==> src/rtl/hrx_pkg.sv <==
// Package with the shared types and constants of the frame receiver.
package hrx_pkg;

  localparam logic [7:0] START_BYTE = 8'h10;
  localparam logic [15:0] MAX_LEN_RESET = 16'd4096;

  typedef enum logic [4:0] {
    PH_HUNT    = 5'b00001,
    PH_LEN_HI  = 5'b00010,
    PH_LEN_LO  = 5'b00100,
    PH_PAYLOAD = 5'b01000,
    PH_CHECK   = 5'b10000
  } phase_t;

  typedef enum logic [1:0] {
    ST_DATA     = 2'd0,
    ST_GOOD     = 2'd1,
    ST_MISMATCH = 2'd2,
    ST_DROPPED  = 2'd3
  } status_t;

  typedef struct packed {
    logic [7:0] payload_byte;
    logic       frame_end;
    status_t    frame_status;
  } result_t;

endpackage

==> src/rtl/hrx_ifs.sv <==
// Handshake interfaces for the receive byte, result and configuration channels.
interface hrx_byte_if;
  logic       valid;
  logic       ready;
  logic [7:0] rx_byte;
  modport source (output valid, output rx_byte, input ready);
  modport sink (input valid, input rx_byte, output ready);
endinterface

interface hrx_result_if;
  logic       valid;
  logic       ready;
  logic [7:0] payload_byte;
  logic       frame_end;
  logic [1:0] frame_status;
  modport source (output valid, output payload_byte, output frame_end, output frame_status,
                  input ready);
  modport sink (input valid, input payload_byte, input frame_end, input frame_status,
                output ready);
endinterface

interface hrx_cfg_if;
  logic        valid;
  logic        ready;
  logic [15:0] max_payload_length;
  modport source (output valid, output max_payload_length, input ready);
  modport sink (input valid, input max_payload_length, output ready);
endinterface

==> src/rtl/hrx_in_stage.sv <==
// Input register that holds one received word until the parser takes it.
module hrx_in_stage (
  input  logic       clk,
  input  logic       rst,
  hrx_byte_if.sink   rx,
  input  logic       advance,
  output logic       byte_valid,
  output logic [7:0] byte_data
);

  logic       valid;
  logic [7:0] data;

  assign rx.ready   = !rst && (!valid || advance);
  assign byte_valid = valid;
  assign byte_data  = data;

  always_ff @(posedge clk) begin
    if (rst) begin
      valid <= 1'b0;
    end else if (rx.ready) begin
      valid <= rx.valid;
    end
  end

  always_ff @(posedge clk) begin
    if (rx.valid && rx.ready) begin
      data <= rx.rx_byte;
    end
  end

endmodule

==> src/rtl/hrx_parse.sv <==
// Frame parser state and the combinational logic that turns one word into a result.
module hrx_parse (
  input  logic            clk,
  input  logic            rst,
  input  logic            advance,
  input  logic [7:0]      byte_data,
  input  logic [15:0]     max_len,
  output logic            res_valid,
  output hrx_pkg::result_t res
);

  hrx_pkg::phase_t phase;
  hrx_pkg::phase_t phase_next;
  logic [15:0]     frame_length;
  logic [15:0]     frame_length_next;
  logic [15:0]     bytes_seen;
  logic [15:0]     bytes_seen_next;
  logic [7:0]      running_sum;
  logic [7:0]      running_sum_next;
  logic [15:0]     full_length;

  assign full_length = {frame_length[15:8], byte_data};

  always_comb begin
    phase_next        = phase;
    frame_length_next = frame_length;
    bytes_seen_next   = bytes_seen;
    running_sum_next  = running_sum;
    res_valid         = 1'b0;
    res.payload_byte  = byte_data;
    res.frame_end     = 1'b0;
    res.frame_status  = hrx_pkg::ST_DATA;
    case (phase)
      hrx_pkg::PH_LEN_HI: begin
        frame_length_next = {byte_data, 8'h00};
        phase_next        = hrx_pkg::PH_LEN_LO;
      end
      hrx_pkg::PH_LEN_LO: begin
        frame_length_next = full_length;
        bytes_seen_next   = '0;
        running_sum_next  = '0;
        if (full_length > max_len) begin
          phase_next       = hrx_pkg::PH_HUNT;
          res_valid        = 1'b1;
          res.payload_byte = '0;
          res.frame_end    = 1'b1;
          res.frame_status = hrx_pkg::ST_DROPPED;
        end else if (full_length == '0) begin
          phase_next = hrx_pkg::PH_CHECK;
        end else begin
          phase_next = hrx_pkg::PH_PAYLOAD;
        end
      end
      hrx_pkg::PH_PAYLOAD: begin
        running_sum_next = running_sum + byte_data;
        bytes_seen_next  = bytes_seen + 16'd1;
        if (bytes_seen_next >= frame_length) begin
          phase_next = hrx_pkg::PH_CHECK;
        end
        res_valid = 1'b1;
      end
      hrx_pkg::PH_CHECK: begin
        phase_next       = hrx_pkg::PH_HUNT;
        res_valid        = 1'b1;
        res.payload_byte = running_sum;
        res.frame_end    = 1'b1;
        res.frame_status = (byte_data == running_sum) ? hrx_pkg::ST_GOOD
                                                      : hrx_pkg::ST_MISMATCH;
      end
      default: begin
        phase_next = (byte_data == hrx_pkg::START_BYTE) ? hrx_pkg::PH_LEN_HI
                                                        : hrx_pkg::PH_HUNT;
      end
    endcase
  end

  always_ff @(posedge clk) begin
    if (rst) begin
      phase        <= hrx_pkg::PH_HUNT;
      frame_length <= '0;
      bytes_seen   <= '0;
      running_sum  <= '0;
    end else if (advance) begin
      phase        <= phase_next;
      frame_length <= frame_length_next;
      bytes_seen   <= bytes_seen_next;
      running_sum  <= running_sum_next;
    end
  end

  // A drop status can only come from the low length byte.
  assert property (@(posedge clk) disable iff (rst)
    res_valid && res.frame_status == hrx_pkg::ST_DROPPED |-> phase == hrx_pkg::PH_LEN_LO)
    else $error("drop status outside the length phase");

  // The closing flag and a non-data status always travel together.
  assert property (@(posedge clk) disable iff (rst)
    res_valid |-> (res.frame_end == (res.frame_status != hrx_pkg::ST_DATA)))
    else $error("frame end and status disagree");

  // The payload count never passes the frame length.
  assert property (@(posedge clk) disable iff (rst)
    phase == hrx_pkg::PH_PAYLOAD |-> bytes_seen < frame_length)
    else $error("payload count ran past the frame length");

  // A consumed checksum word always sends the parser back to hunting.
  assert property (@(posedge clk) disable iff (rst)
    advance && phase == hrx_pkg::PH_CHECK |=> phase == hrx_pkg::PH_HUNT)
    else $error("parser did not return to hunting after the checksum");

endmodule

==> src/rtl/hrx_out_stage.sv <==
// Result register that holds one result word until the downstream side takes it.
module hrx_out_stage (
  input  logic             clk,
  input  logic             rst,
  input  logic             load,
  input  hrx_pkg::result_t res,
  output logic             slot_free,
  hrx_result_if.source     frame
);

  logic             valid;
  hrx_pkg::result_t data;

  assign slot_free          = !valid || frame.ready;
  assign frame.valid        = valid;
  assign frame.payload_byte = data.payload_byte;
  assign frame.frame_end    = data.frame_end;
  assign frame.frame_status = data.frame_status;

  always_ff @(posedge clk) begin
    if (rst) begin
      valid <= 1'b0;
    end else if (slot_free) begin
      valid <= load;
    end
  end

  always_ff @(posedge clk) begin
    if (load) begin
      data <= res;
    end
  end

endmodule

==> src/rtl/header_length_sum_frame_receiver.sv <==
// Top level of the byte-serial frame receiver with its length limit register.
// The receiver takes one word per cycle while the result register can take a
// result, and gives at most one result word for each word. A word passes
// through the input register, where the parser updates its phase, length,
// count and sum, and then through the result register.
// Bytes outside a frame are dropped silently, each payload byte is passed on as
// it arrives, and the checksum byte or an over-long length closes the frame
// with a status word. The length limit may be written at any time the receiver
// is idle and resets to 4096.
module header_length_sum_frame_receiver (
  input  logic          clk,
  input  logic          rst,
  hrx_byte_if.sink      rx,
  hrx_result_if.source  frame,
  hrx_cfg_if.sink       cfg
);

  logic             byte_valid;
  logic [7:0]       byte_data;
  logic             slot_free;
  logic             advance;
  logic             res_valid;
  hrx_pkg::result_t res;
  logic [15:0]      max_len;

  assign advance   = byte_valid && slot_free;
  assign cfg.ready = !rst;

  always_ff @(posedge clk) begin
    if (rst) begin
      max_len <= hrx_pkg::MAX_LEN_RESET;
    end else if (cfg.valid && cfg.ready) begin
      max_len <= cfg.max_payload_length;
    end
  end

  hrx_in_stage u_in (
    .clk        (clk),
    .rst        (rst),
    .rx         (rx),
    .advance    (advance),
    .byte_valid (byte_valid),
    .byte_data  (byte_data)
  );

  hrx_parse u_parse (
    .clk       (clk),
    .rst       (rst),
    .advance   (advance),
    .byte_data (byte_data),
    .max_len   (max_len),
    .res_valid (res_valid),
    .res       (res)
  );

  hrx_out_stage u_out (
    .clk       (clk),
    .rst       (rst),
    .load      (advance && res_valid),
    .res       (res),
    .slot_free (slot_free),
    .frame     (frame)
  );

endmodule

==> src/flat_wrapper.sv <==
// flat-port wrapper written by rule: the top's interface ports become plain ports
module header_length_sum_frame_receiver_flat 
  (clk, rst, rx_valid, rx_rx_byte, rx_ready, frame_valid, frame_payload_byte, frame_frame_end, frame_frame_status, frame_ready, cfg_valid, cfg_max_payload_length, cfg_ready);
  hrx_byte_if rx_i ();
  hrx_result_if frame_i ();
  hrx_cfg_if cfg_i ();
  input  logic clk;
  input  logic rst;
  input wire logic [$bits(rx_i.valid)-1:0] rx_valid;
  input wire logic [$bits(rx_i.rx_byte)-1:0] rx_rx_byte;
  output wire logic [$bits(rx_i.ready)-1:0] rx_ready;
  output wire logic [$bits(frame_i.valid)-1:0] frame_valid;
  output wire logic [$bits(frame_i.payload_byte)-1:0] frame_payload_byte;
  output wire logic [$bits(frame_i.frame_end)-1:0] frame_frame_end;
  output wire logic [$bits(frame_i.frame_status)-1:0] frame_frame_status;
  input wire logic [$bits(frame_i.ready)-1:0] frame_ready;
  input wire logic [$bits(cfg_i.valid)-1:0] cfg_valid;
  input wire logic [$bits(cfg_i.max_payload_length)-1:0] cfg_max_payload_length;
  output wire logic [$bits(cfg_i.ready)-1:0] cfg_ready;
  assign rx_i.valid = rx_valid;
  assign rx_i.rx_byte = rx_rx_byte;
  assign rx_ready = rx_i.ready;
  assign frame_valid = frame_i.valid;
  assign frame_payload_byte = frame_i.payload_byte;
  assign frame_frame_end = frame_i.frame_end;
  assign frame_frame_status = frame_i.frame_status;
  assign frame_i.ready = frame_ready;
  assign cfg_i.valid = cfg_valid;
  assign cfg_i.max_payload_length = cfg_max_payload_length;
  assign cfg_ready = cfg_i.ready;
  header_length_sum_frame_receiver u_core (.clk(clk), .rst(rst), .rx(rx_i), .frame(frame_i), .cfg(cfg_i));
endmodule
==> config.mk <==
export PLATFORM = sky130hd
export DESIGN_NAME = header_length_sum_frame_receiver_flat
export DESIGN_NICKNAME = d
export VERILOG_FILES = /design/src/rtl/hrx_pkg.sv /design/src/rtl/hrx_ifs.sv /design/src/rtl/hrx_in_stage.sv /design/src/rtl/hrx_parse.sv /design/src/rtl/hrx_out_stage.sv /design/src/rtl/header_length_sum_frame_receiver.sv /design/src/flat_wrapper.sv
export SDC_FILE = /design/constraint.sdc
export NUM_CORES = 1
export LEC_CHECK = 0
export BUFFER_PORTS_ARGS = -buffer_cell sky130_fd_sc_hd__buf_2
export CORE_ASPECT_RATIO = 0.9
export CORE_MARGIN = 2
export CORE_UTILIZATION = 45
export DETAILED_ROUTE_END_ITERATION = 10
export GPL_TIMING_DRIVEN = 0
export PLACE_DENSITY = 0.66
export SLEW_MARGIN = 20
export SYNTH_ARGS = -nofsm -noshare
export SYNTH_HDL_FRONTEND = slang
export SYNTH_HIERARCHICAL = 1
export SYNTH_SLANG_ARGS = --single-unit
==> constraint.sdc <==
create_clock -name clk -period 3.7 [get_ports clk]
set_input_delay 0 -clock clk [delete_from_list [all_inputs] [get_ports clk]]
set_output_delay 0 -clock clk [all_outputs]
set_load 0.005 [all_outputs]
Word-level counts from Yosys, hierarchy flattened
Cells that the tools add are included.
{"block": "word_totals", "register_bits": 82, "output_inout_bits": 14, "elab_cells": 55, "memories": 0, "latchBits": 0, "rom_bits": 0, "ram_bits": 0, "inputBits": 29}
{"block": "classes", "n_eq_ne": 7, "reduce_logical": 18, "n_mul": 0, "mux": 13, "n_bitwise": 1, "magnitude_cmp": 2, "n_div": 0, "addsub": 2, "shift": 0}
{"operator": "$pmux 16 s2", "count": 2}
{"operator": "$pmux 11 s2", "count": 1}
{"operator": "$pmux 5 s4", "count": 1}
{"operator": "$add 16x1->16 const B", "count": 1}
{"operator": "$ge 16x16->1", "count": 1}
{"operator": "$gt 16x16->1", "count": 1}
{"operator": "$logic_not 16->1", "count": 1}
{"operator": "$pmux 8 s2", "count": 1}
{"operator": "$mux 5", "count": 3}
{"operator": "$mux 11", "count": 1}
{"operator": "$add 8x8->8", "count": 1}
{"operator": "$eq 8x5->1 const B", "count": 1}
{"operator": "$eq 8x8->1", "count": 1}
{"operator": "$reduce_and 2->1", "count": 3}
{"operator": "$eq 5x2->1 const B", "count": 1}
{"operator": "$eq 5x3->1 const B", "count": 1}
{"operator": "$eq 5x4->1 const B", "count": 1}
{"operator": "$eq 5x5->1 const B", "count": 1}
{"operator": "$logic_and 1x1->1", "count": 5}
{"operator": "$mux 2", "count": 2}
{"operator": "$reduce_bool 2->1", "count": 2}
{"operator": "$logic_not 1->1", "count": 3}
{"operator": "$reduce_and 3->1", "count": 1}
{"operator": "$logic_or 1x1->1", "count": 2}
{"operator": "other kinds (5)", "count": 5}

Longest topological paths before layout
Gate-level depths: netlist of run 1.
{"block": "depth", "depth_word": 6, "depth_mapped": 12, "ltp_nobuf": 12}

By module
The synthesis of run 1 kept the hierarchy.
{"mod": "hrx_parse", "cells_per_inst": 430, "seq_area_each_um2": 900.9, "area_per_inst_um2": 3303.2, "n_inst": 1}
{"mod": "header_length_sum_frame_receiver", "cells_per_inst": 55, "seq_area_each_um2": 320.3, "area_per_inst_um2": 599.3, "n_inst": 1}
{"mod": "hrx_out_stage", "cells_per_inst": 15, "seq_area_each_um2": 350.3, "area_per_inst_um2": 376.6, "n_inst": 1}
{"mod": "hrx_in_stage", "cells_per_inst": 13, "seq_area_each_um2": 260.2, "area_per_inst_um2": 300.3, "n_inst": 1}

Worst setup path after synthesis of run 1
OpenSTA, ideal clock, no wires.
{"block": "synth_timing", "path_kind": "register to register", "start": "reg u_core.u_parse.bytes_seen[0]", "end": "reg u_core.u_parse.phase[0]", "stages_incl_launch_ff": 13, "required_time_ns": 3.578, "period_less_slack_ns": 2.757, "arrival_time_ns": 2.635, "slack_ns": 0.943, "setup_time_ns": 0.122, "n_path_buf": 0, "cell_sequence": "dfxtp_1 -> ha_1 -> and3_1 -> and4_1 -> and3_1 -> xor2_1 -> ha_1 -> o21ai_0 -> nor2_1 -> o31ai_1 -> o21a_1 -> a21oi_1 -> a221o_1"}
{"block": "synth_via", "elab_chain_cells": 4}
{"element": "start, declared", "line": "hrx_parse.sv:16", "text": "logic [15:0] bytes_seen;"}
{"element": "start signal, assigned", "line": "hrx_parse.sv:86", "text": "bytes_seen <= bytes_seen_next;"}
{"element": "$add 16x1->16", "line": "hrx_parse.sv:56", "text": "bytes_seen_next = bytes_seen + 16'd1;"}
{"element": "$ge 16x16->1", "line": "hrx_parse.sv:57", "text": "if (bytes_seen_next >= frame_length) begin"}
{"element": "$ne 2x2->1 (no source line)"}
{"element": "$reduce_and 2->1 (no source line)"}
{"element": "end signal, assigned", "line": "hrx_parse.sv:79", "text": "phase <= hrx_pkg::PH_HUNT;"}
{"element": "end signal, assigned", "line": "hrx_parse.sv:84", "text": "phase <= phase_next;"}
{"element": "end, declared", "line": "hrx_parse.sv:12", "text": "hrx_pkg::phase_t phase;"}
Every way passes these cells.
A chain may end at the register's enable or synchronous reset.

Final worst setup path of run 1
{"block": "layout_timing", "start": "reg u_core.u_in.data[1], in the netlist u_core/u_in/byte_data[1]", "end": "reg u_core.u_out.valid, in the netlist u_core/u_out/frame.valid"}
{"block": "layout_via", "elab_chain_cells": 4}
{"element": "start, declared", "line": "hrx_in_stage.sv:12", "text": "logic [7:0] data;"}
{"element": "start signal, assigned", "line": "hrx_in_stage.sv:28", "text": "data <= rx.rx_byte;"}
{"element": "$gt 16x16->1", "line": "hrx_parse.sv:42", "text": "if (full_length > max_len) begin"}
{"element": "$mux 1", "line": "hrx_parse.sv:42"}
{"element": "$pmux 1 s2", "line": "hrx_parse.sv:33", "text": "case (phase)"}
{"element": "named net u_core.res_valid", "line": "header_length_sum_frame_receiver.sv:22", "text": "logic res_valid;"}
{"element": "$logic_and 1x1->1", "line": "header_length_sum_frame_receiver.sv:59", "text": ".load (advance && res_valid),"}
{"element": "end signal, assigned", "line": "hrx_out_stage.sv:24", "text": "valid <= load;"}
{"element": "end, declared", "line": "hrx_out_stage.sv:11", "text": "logic valid;"}
The timed path passes the listed nets, and every way through them passes these cells.

==> flow_metrics.env, run 1 <==
export IMPL_status="finished, final reports clean"
export IMPL_synth_top_cell_area_share_pct=27.5
export IMPL_grt_usage_pct=22.4
export IMPL_synth_cell_types=58
export IMPL_cts_buffers=9
export IMPL_antenna_found_initial=0
export IMPL_dpl_hpwl_um=8110
export IMPL_htreeDepth=3
export IMPL_die_width_um=110
export IMPL_clockBufferDepth=2
export IMPL_finalCriticalPeriod_ps=3430
export IMPL_worstPathCellList="ha_1 > nor2b_1 > o211ai_1 > a2111oi_1 > o31ai_4 > o21ai_1 > nand2b_1 > and3_2 > inv_1 > a21oi_2 > dlygate4sd3_1"
export IMPL_worstPathRequired_ps=3980
export IMPL_postPlaceCellArea_um2=4940
export IMPL_synthFlopType="dfxtp_1"
export IMPL_tightestPinTransition_ps=738
export IMPL_timing_final_max_slew_violations=0
export IMPL_leakage_nw=2.34
export IMPL_fp_row_count=34
export IMPL_die_y_um=99.7
export IMPL_design_area_um2=5580
export IMPL_worst_path_buf_inv=2
export IMPL_start_util_pct=46.8
export IMPL_slowest_delay_ps=610
export IMPL_drive_above_1_share_pct=11.6
export IMPL_grt_pass1_wl_um=19000
export IMPL_async_flop_share_pct=0
export IMPL_tns_ps=0
export IMPL_die_area_um2=11000
export IMPL_max_freq_mhz=291
export IMPL_pin_count=43
export IMPL_viasPerCell=5.51
export IMPL_power_total_mw=2.06
export IMPL_cts_tree="yes"
export IMPL_ant_nets=0
export IMPL_grt_pass1_vias=3874
export IMPL_postSynthCellCount=513
export IMPL_wl_per_cell_um=15.9
export IMPL_ys_seq_area_share_pct=40.0
export IMPL_syn_nets=583
export IMPL_powerDensity_nw_per_um2=369
export IMPL_ctsRootBufferMaster="clkbuf_16"
export IMPL_clk_pin_slew_ps=60
export IMPL_setup_viol=0
export IMPL_grt_overflow=0
export IMPL_avgSynthCellArea_um2=8.93
export IMPL_fin_cells=729
export IMPL_gp_congestion=0.880
export IMPL_coreArea_um2=9780
export IMPL_drt_pass1_iter_count=5
export IMPL_cts_setup_buffers=0
export IMPL_min_period_over_period_pct=92.8
export IMPL_synth_largest_area_cell="dfxtp_1"
export IMPL_slew_headroom_pct=50.6
export IMPL_filler_cell_count=876
export IMPL_worst_setup_path_end_kind="register"
export IMPL_synth_area_top_cells="dfxtp_1 28%, edfxtp_1 12%, ha_1 11%"
export IMPL_vdd_drop_max_v=0.000230
export IMPL_place_port_buffers=41
export IMPL_area_delta_synth_final_pct=21.8
export IMPL_dp_cells=680
export IMPL_drt_wl_total_um=11600
export IMPL_n_antenna_cell=0
export IMPL_netlist_area_um2=4580
export IMPL_yosysMostFrequentCell="dfxtp_1"
export IMPL_final_hold_violation_count=0
export IMPL_route_vias_total=4017
export IMPL_synth_edf_count=19
export IMPL_synth_commonest_cells="63 x dfxtp_1, 60 x nor2_1, 46 x nand2_1"
export IMPL_yosysWarnings=6
export IMPL_grt_max_degree=14
export IMPL_skew_ps=7.48
export IMPL_maxCapViolations=0
export IMPL_rsz0062_at_grt="no"
export IMPL_arrival_ps=3720
export IMPL_crit_type="reg2reg"
export IMPL_clock_latency_ps=340
export IMPL_start_kind="register"
export IMPL_hold_path_class="in2reg"
export IMPL_crit_fanout=12
export IMPL_layout_nets=668
export IMPL_whs_ps=106
export IMPL_ys_ff_latch=82
export IMPL_drc=0
export IMPL_drt_iter0_drc=264
export IMPL_crit_family="compound AO/OA/AOI/OAI gates"
export IMPL_cts_sinks=82
export IMPL_critPathSlowestCell="a2111oi_1"
flip-flops by register name, summed over array words and instances, names as in the netlist, 2 cells and up:
name / count
u_core/u_parse/phase: 5
u_core/u_out/frame.frame_status: 2
u_core/u_parse/running_sum: 8
u_core/u_out/frame.payload_byte: 8
u_core/u_parse/bytes_seen: 16
u_core/u_in/byte_data: 8
u_core/u_parse/frame_length: 16
u_core/max_len: 16
power by group:
part | internal [mW] | switching [mW]
clock | 0.592 | 0.355
sequential | 0.933 | 0.0195
combinational | 0.0812 | 0.0765
cells in the final DEF (no fill, tap or decap), types with 8 or more instances in the layout:
master | synthesis | routed
mux2i_1 | 23 | 23
nand2_1 | 46 | 46
nand3_1 | 20 | 20
clkbuf_16 | 0 | 9
o21ai_1 | 8 | 8
clkbuf_1 | 13 | 17
o21ai_0 | 15 | 15
a21oi_1 | 37 | 37
inv_1 | 37 | 37
edfxtp_1 | 19 | 19
xor2_1 | 9 | 9
and3_1 | 9 | 8
xnor2_1 | 12 | 12
dfxtp_1 | 63 | 63
ha_1 | 40 | 40
dlygate4sd3_1 | 0 | 33
buf_2 | 3 | 44
nand4_1 | 9 | 9
nor2_1 | 60 | 60
a22oi_1 | 12 | 12
worst paths after layout:
path	start	endpoint	slack (ps)	depth (start not counted)
worst max-delay path	u_core/u_in/byte_data[1]	u_core/u_out/frame.valid	270	11
worst min-delay path	cfg_valid	u_core/max_len[12]	110	4
worst max register to register	u_core/u_in/byte_data[1]	u_core/u_out/frame.valid	270	11
worst min register to register	u_core/u_parse/frame_length[7]	u_core/u_parse/frame_length[7]	470	2
stage by stage:
step / worst slack [ps] / utilization, %
after floorplan: 943 / -
after global placement: 483 / 50.5
after detailed placement: 370 / 50.5
after CTS: 137 / 57.0
after global routing: 75.4 / 57.0
final: 265 / 57.0
logic make-up (layout without fill, tap and decap cells):
group	after synthesis	after routing	share of synthesized area, %
AO/OA/AOI/OAI	103	103	14.2
XOR/XNOR	21	21	4.02
adder cells (fa/ha/maj)	41	41	11.4
buffers and inverters	58	148	5.44
flip-flops	82	82	40.0
multiplexers	23	23	5.03
AND/OR/NAND/NOR	185	185	20.0
what timing repair did:
| item | in CTS | in global routing |
|---|---|---|
| hold endpoints to repair | 26 | 0 |
| resized for setup | 0 | 1 |
| hold buffers | 33 | 0 |
| setup endpoints to repair | 0 | 1 |
worst reg2reg max path: cells and delay by family, from the launching register on:
kind / cells / cell delay [ps]
AO/OA/AOI/OAI: 5 / 1160
buffers and inverters: 2 / 640
flip-flops: 1 / 600
AND/OR/NAND/NOR: 3 / 590
adder cells (fa/ha/maj): 1 / 400
layout make-up:
type	count	area, um^2	area share [%]
well taps	126	158	2.83
inverters	37	139	2.49
clock inverters	3	65.1	1.17
multi-input cells	373	2500	44.8
flip-flops and latches	82	1830	32.8
repair buffers	74	536	9.60
plain buffers	21	110	1.97
clock buffers	13	240	4.31
routing by layer:
layer	share of wire (%)	vias to the layer above	wire [um]	GRT usage, %
met3	7.6	21	881	4.98
met1	45	1873	5190	30.7
met5	0	-	0	0
li1	-	1986	-	-
met4	2.5	0	296	7.31
met2	45	137	5250	35.1
Note: power is estimated with default switching activity, not from simulation.
==> inputs of run 2 (changes only) <==
- CORE_MARGIN: 2 -> not set
- CORE_UTILIZATION: 45 -> 30
- PLACE_DENSITY: 0.66 -> 0.49
==> run 2 against run 1 <==
Count of clock-buffer cells in the layout fell by 2. Sequential share of layout area fell by 0.39 points. Die area rose by 43%. Cell count rose by 9.7%. Highest routed layer unchanged. Wire length rose by 1.9%. Utilization fell by 19 points. Sequential cell count did not move. Sequential power barely moved. Register-to-register slack barely moved. Fmax rose by 0.42%.
==> flow_metrics.env, run 2 (synthesized netlist as in run 1, its figures left out) <==
export IMPL_ctsRootBufferMaster="clkbuf_16"
export IMPL_worstPathRequired_ps=3980
export IMPL_gp_congestion=0.831
export IMPL_dpl_hpwl_um=8720
export IMPL_status="finished, final reports clean"
export IMPL_drt_wl_total_um=11800
export IMPL_clk_pin_slew_ps=60
export IMPL_tns_ps=0
export IMPL_antenna_found_initial=0
export IMPL_drive_above_1_share_pct=11.8
export IMPL_crit_fanout=12
export IMPL_cts_setup_buffers=0
export IMPL_die_y_um=119
export IMPL_ant_nets=0
export IMPL_critPathSlowestCell="edfxtp_1"
export IMPL_worst_path_buf_inv=2
export IMPL_route_vias_total=3889
export IMPL_layout_nets=668
export IMPL_rsz0062_at_grt="no"
export IMPL_die_width_um=132
export IMPL_finalCriticalPeriod_ps=3420
export IMPL_grt_usage_pct=15.6
export IMPL_timing_final_max_slew_violations=0
export IMPL_setup_viol=0
export IMPL_reg_largest_list="u_core/max_len x16, u_core/u_parse/bytes_seen x16, u_core/u_parse/frame_length x16"
export IMPL_cts_buffers=9
export IMPL_fp_row_count=42
export IMPL_setup_ws_ps=280
export IMPL_leakage_nw=2.33
export IMPL_min_period_over_period_pct=92.4
export IMPL_max_freq_mhz=292
export IMPL_drt_iter0_drc=226
export IMPL_vdd_drop_max_v=0.000210
export IMPL_die_area_um2=15800
export IMPL_grt_max_degree=14
export IMPL_pin_count=43
export IMPL_final_cell_mix="63 x dfxtp_1, 60 x nor2_1, 46 x nand2_1, 44 x buf_2, 40 x ha_1"
export IMPL_grt_pass1_wl_um=19000
export IMPL_arrival_ps=3700
export IMPL_grt_pass1_vias=3687
export IMPL_htreeDepth=3
export IMPL_cts_sinks=82
export IMPL_place_port_buffers=41
export IMPL_maxCapViolations=0
export IMPL_drc=0
export IMPL_crit_family="compound AO/OA/AOI/OAI gates"
export IMPL_slew_headroom_pct=49.6
export IMPL_grt_overflow=0
export IMPL_viasPerCell=4.86
export IMPL_powerDensity_nw_per_um2=349
export IMPL_skew_ps=4.86
export IMPL_clockBufferDepth=2
export IMPL_start_util_pct=30.9
export IMPL_hold_path_class="in2reg"
export IMPL_crit_type="reg2reg"
export IMPL_whs_ps=103
export IMPL_drt_pass1_iter_count=5
export IMPL_worstPathCellList="ha_1 > nor2b_1 > o211ai_1 > a2111oi_2 > o31ai_4 > o21ai_1 > nand2b_1 > and3_1 > inv_1 > a21oi_2 > dlygate4sd3_1"
export IMPL_cts_tree="yes"
export IMPL_worst_setup_path_end_kind="register"
export IMPL_area_delta_synth_final_pct=23.3
export IMPL_final_hold_violation_count=0
export IMPL_power_total_mw=1.97
export IMPL_tightestPinTransition_ps=753
export IMPL_layout_commonest_cell="dfxtp_1"
export IMPL_n_antenna_cell=0
export IMPL_slowest_delay_ps=590
export IMPL_wl_per_cell_um=14.8
export IMPL_start_kind="register"
export IMPL_clock_latency_ps=340
export IMPL_preCtsSetupSlack_ps=459
export IMPL_coreArea_um2=14800
## run 2: changes by cell type in the layout (fill, tap and decap cells not counted), sizes merged
| cell | previous run | this run |
|---|---|---|
| bufinv | 2 | 1 |
| clkbuf | 26 | 24 |
| clkinv | 1 | 3 |
## run 2: routing by layer
metal,wire (um),GRT usage [%],up-vias
li1,-,-,1985
met1,5850,20.9,1804
met2,5270,25.0,88
met3,539,3.02,12
met4,181,5.32,0
met5,0,0,-
## run 2: path summary, 6_finish.rpt
check / cells past startpoint / slack [ps] / end / startpoint
setup / recovery: 11 / 280 / u_core/u_out/frame.valid / u_core/u_in/byte_data[1]
hold / removal: 4 / 100 / u_core/max_len[12] / cfg_valid
setup reg to reg: 11 / 280 / u_core/u_out/frame.valid / u_core/u_in/byte_data[1]
hold reg to reg: 2 / 470 / u_core/u_parse/frame_length[3] / u_core/u_parse/frame_length[3]
## run 2: worst min-delay path: cells and delay by family
kind / cells / cell delay [ps]
simple gates: 1 / 60
mux: 1 / 70
buf+inv: 2 / 280
## run 2: cell type report
| cell class | instances | area, um^2 |
|---|---|---|
| plain buffers | 21 | 110 |
| fillers | 1531 | 9170 |
| well taps | 198 | 248 |
| multi-input cells | 373 | 2500 |
| repair buffers | 74 | 536 |
| clock buffers | 11 | 233 |
| clock inverters | 4 | 45.0 |
| flip-flops and latches | 82 | 1830 |
| inverters | 37 | 139 |
## run 2: per-stage QoR
stage | cells | utilization, % | cell area (um^2)
floorplan | 513 | - | 4580
global placement | 752 | 34.0 | 5030
detailed placement | 752 | 34.0 | 5030
CTS | 800 | 38.1 | 5640
global route | 800 | 38.1 | 5650
finish | 800 | 38.1 | 5650
## run 2: what timing repair did
action / in CTS / in global routing
gates resized for setup: 0 / 1
hold endpoints to repair: 26 / 0
setup endpoints to repair: 0 / 1
hold buffers: 33 / 0
## run 2: power breakdown
| group | switching, mW | total [mW] | internal [mW] |
|---|---|---|---|
| registers | 0.0194 | 0.953 | 0.933 |
| logic | 0.0758 | 0.157 | 0.0809 |
| clock network | 0.346 | 0.862 | 0.516 |
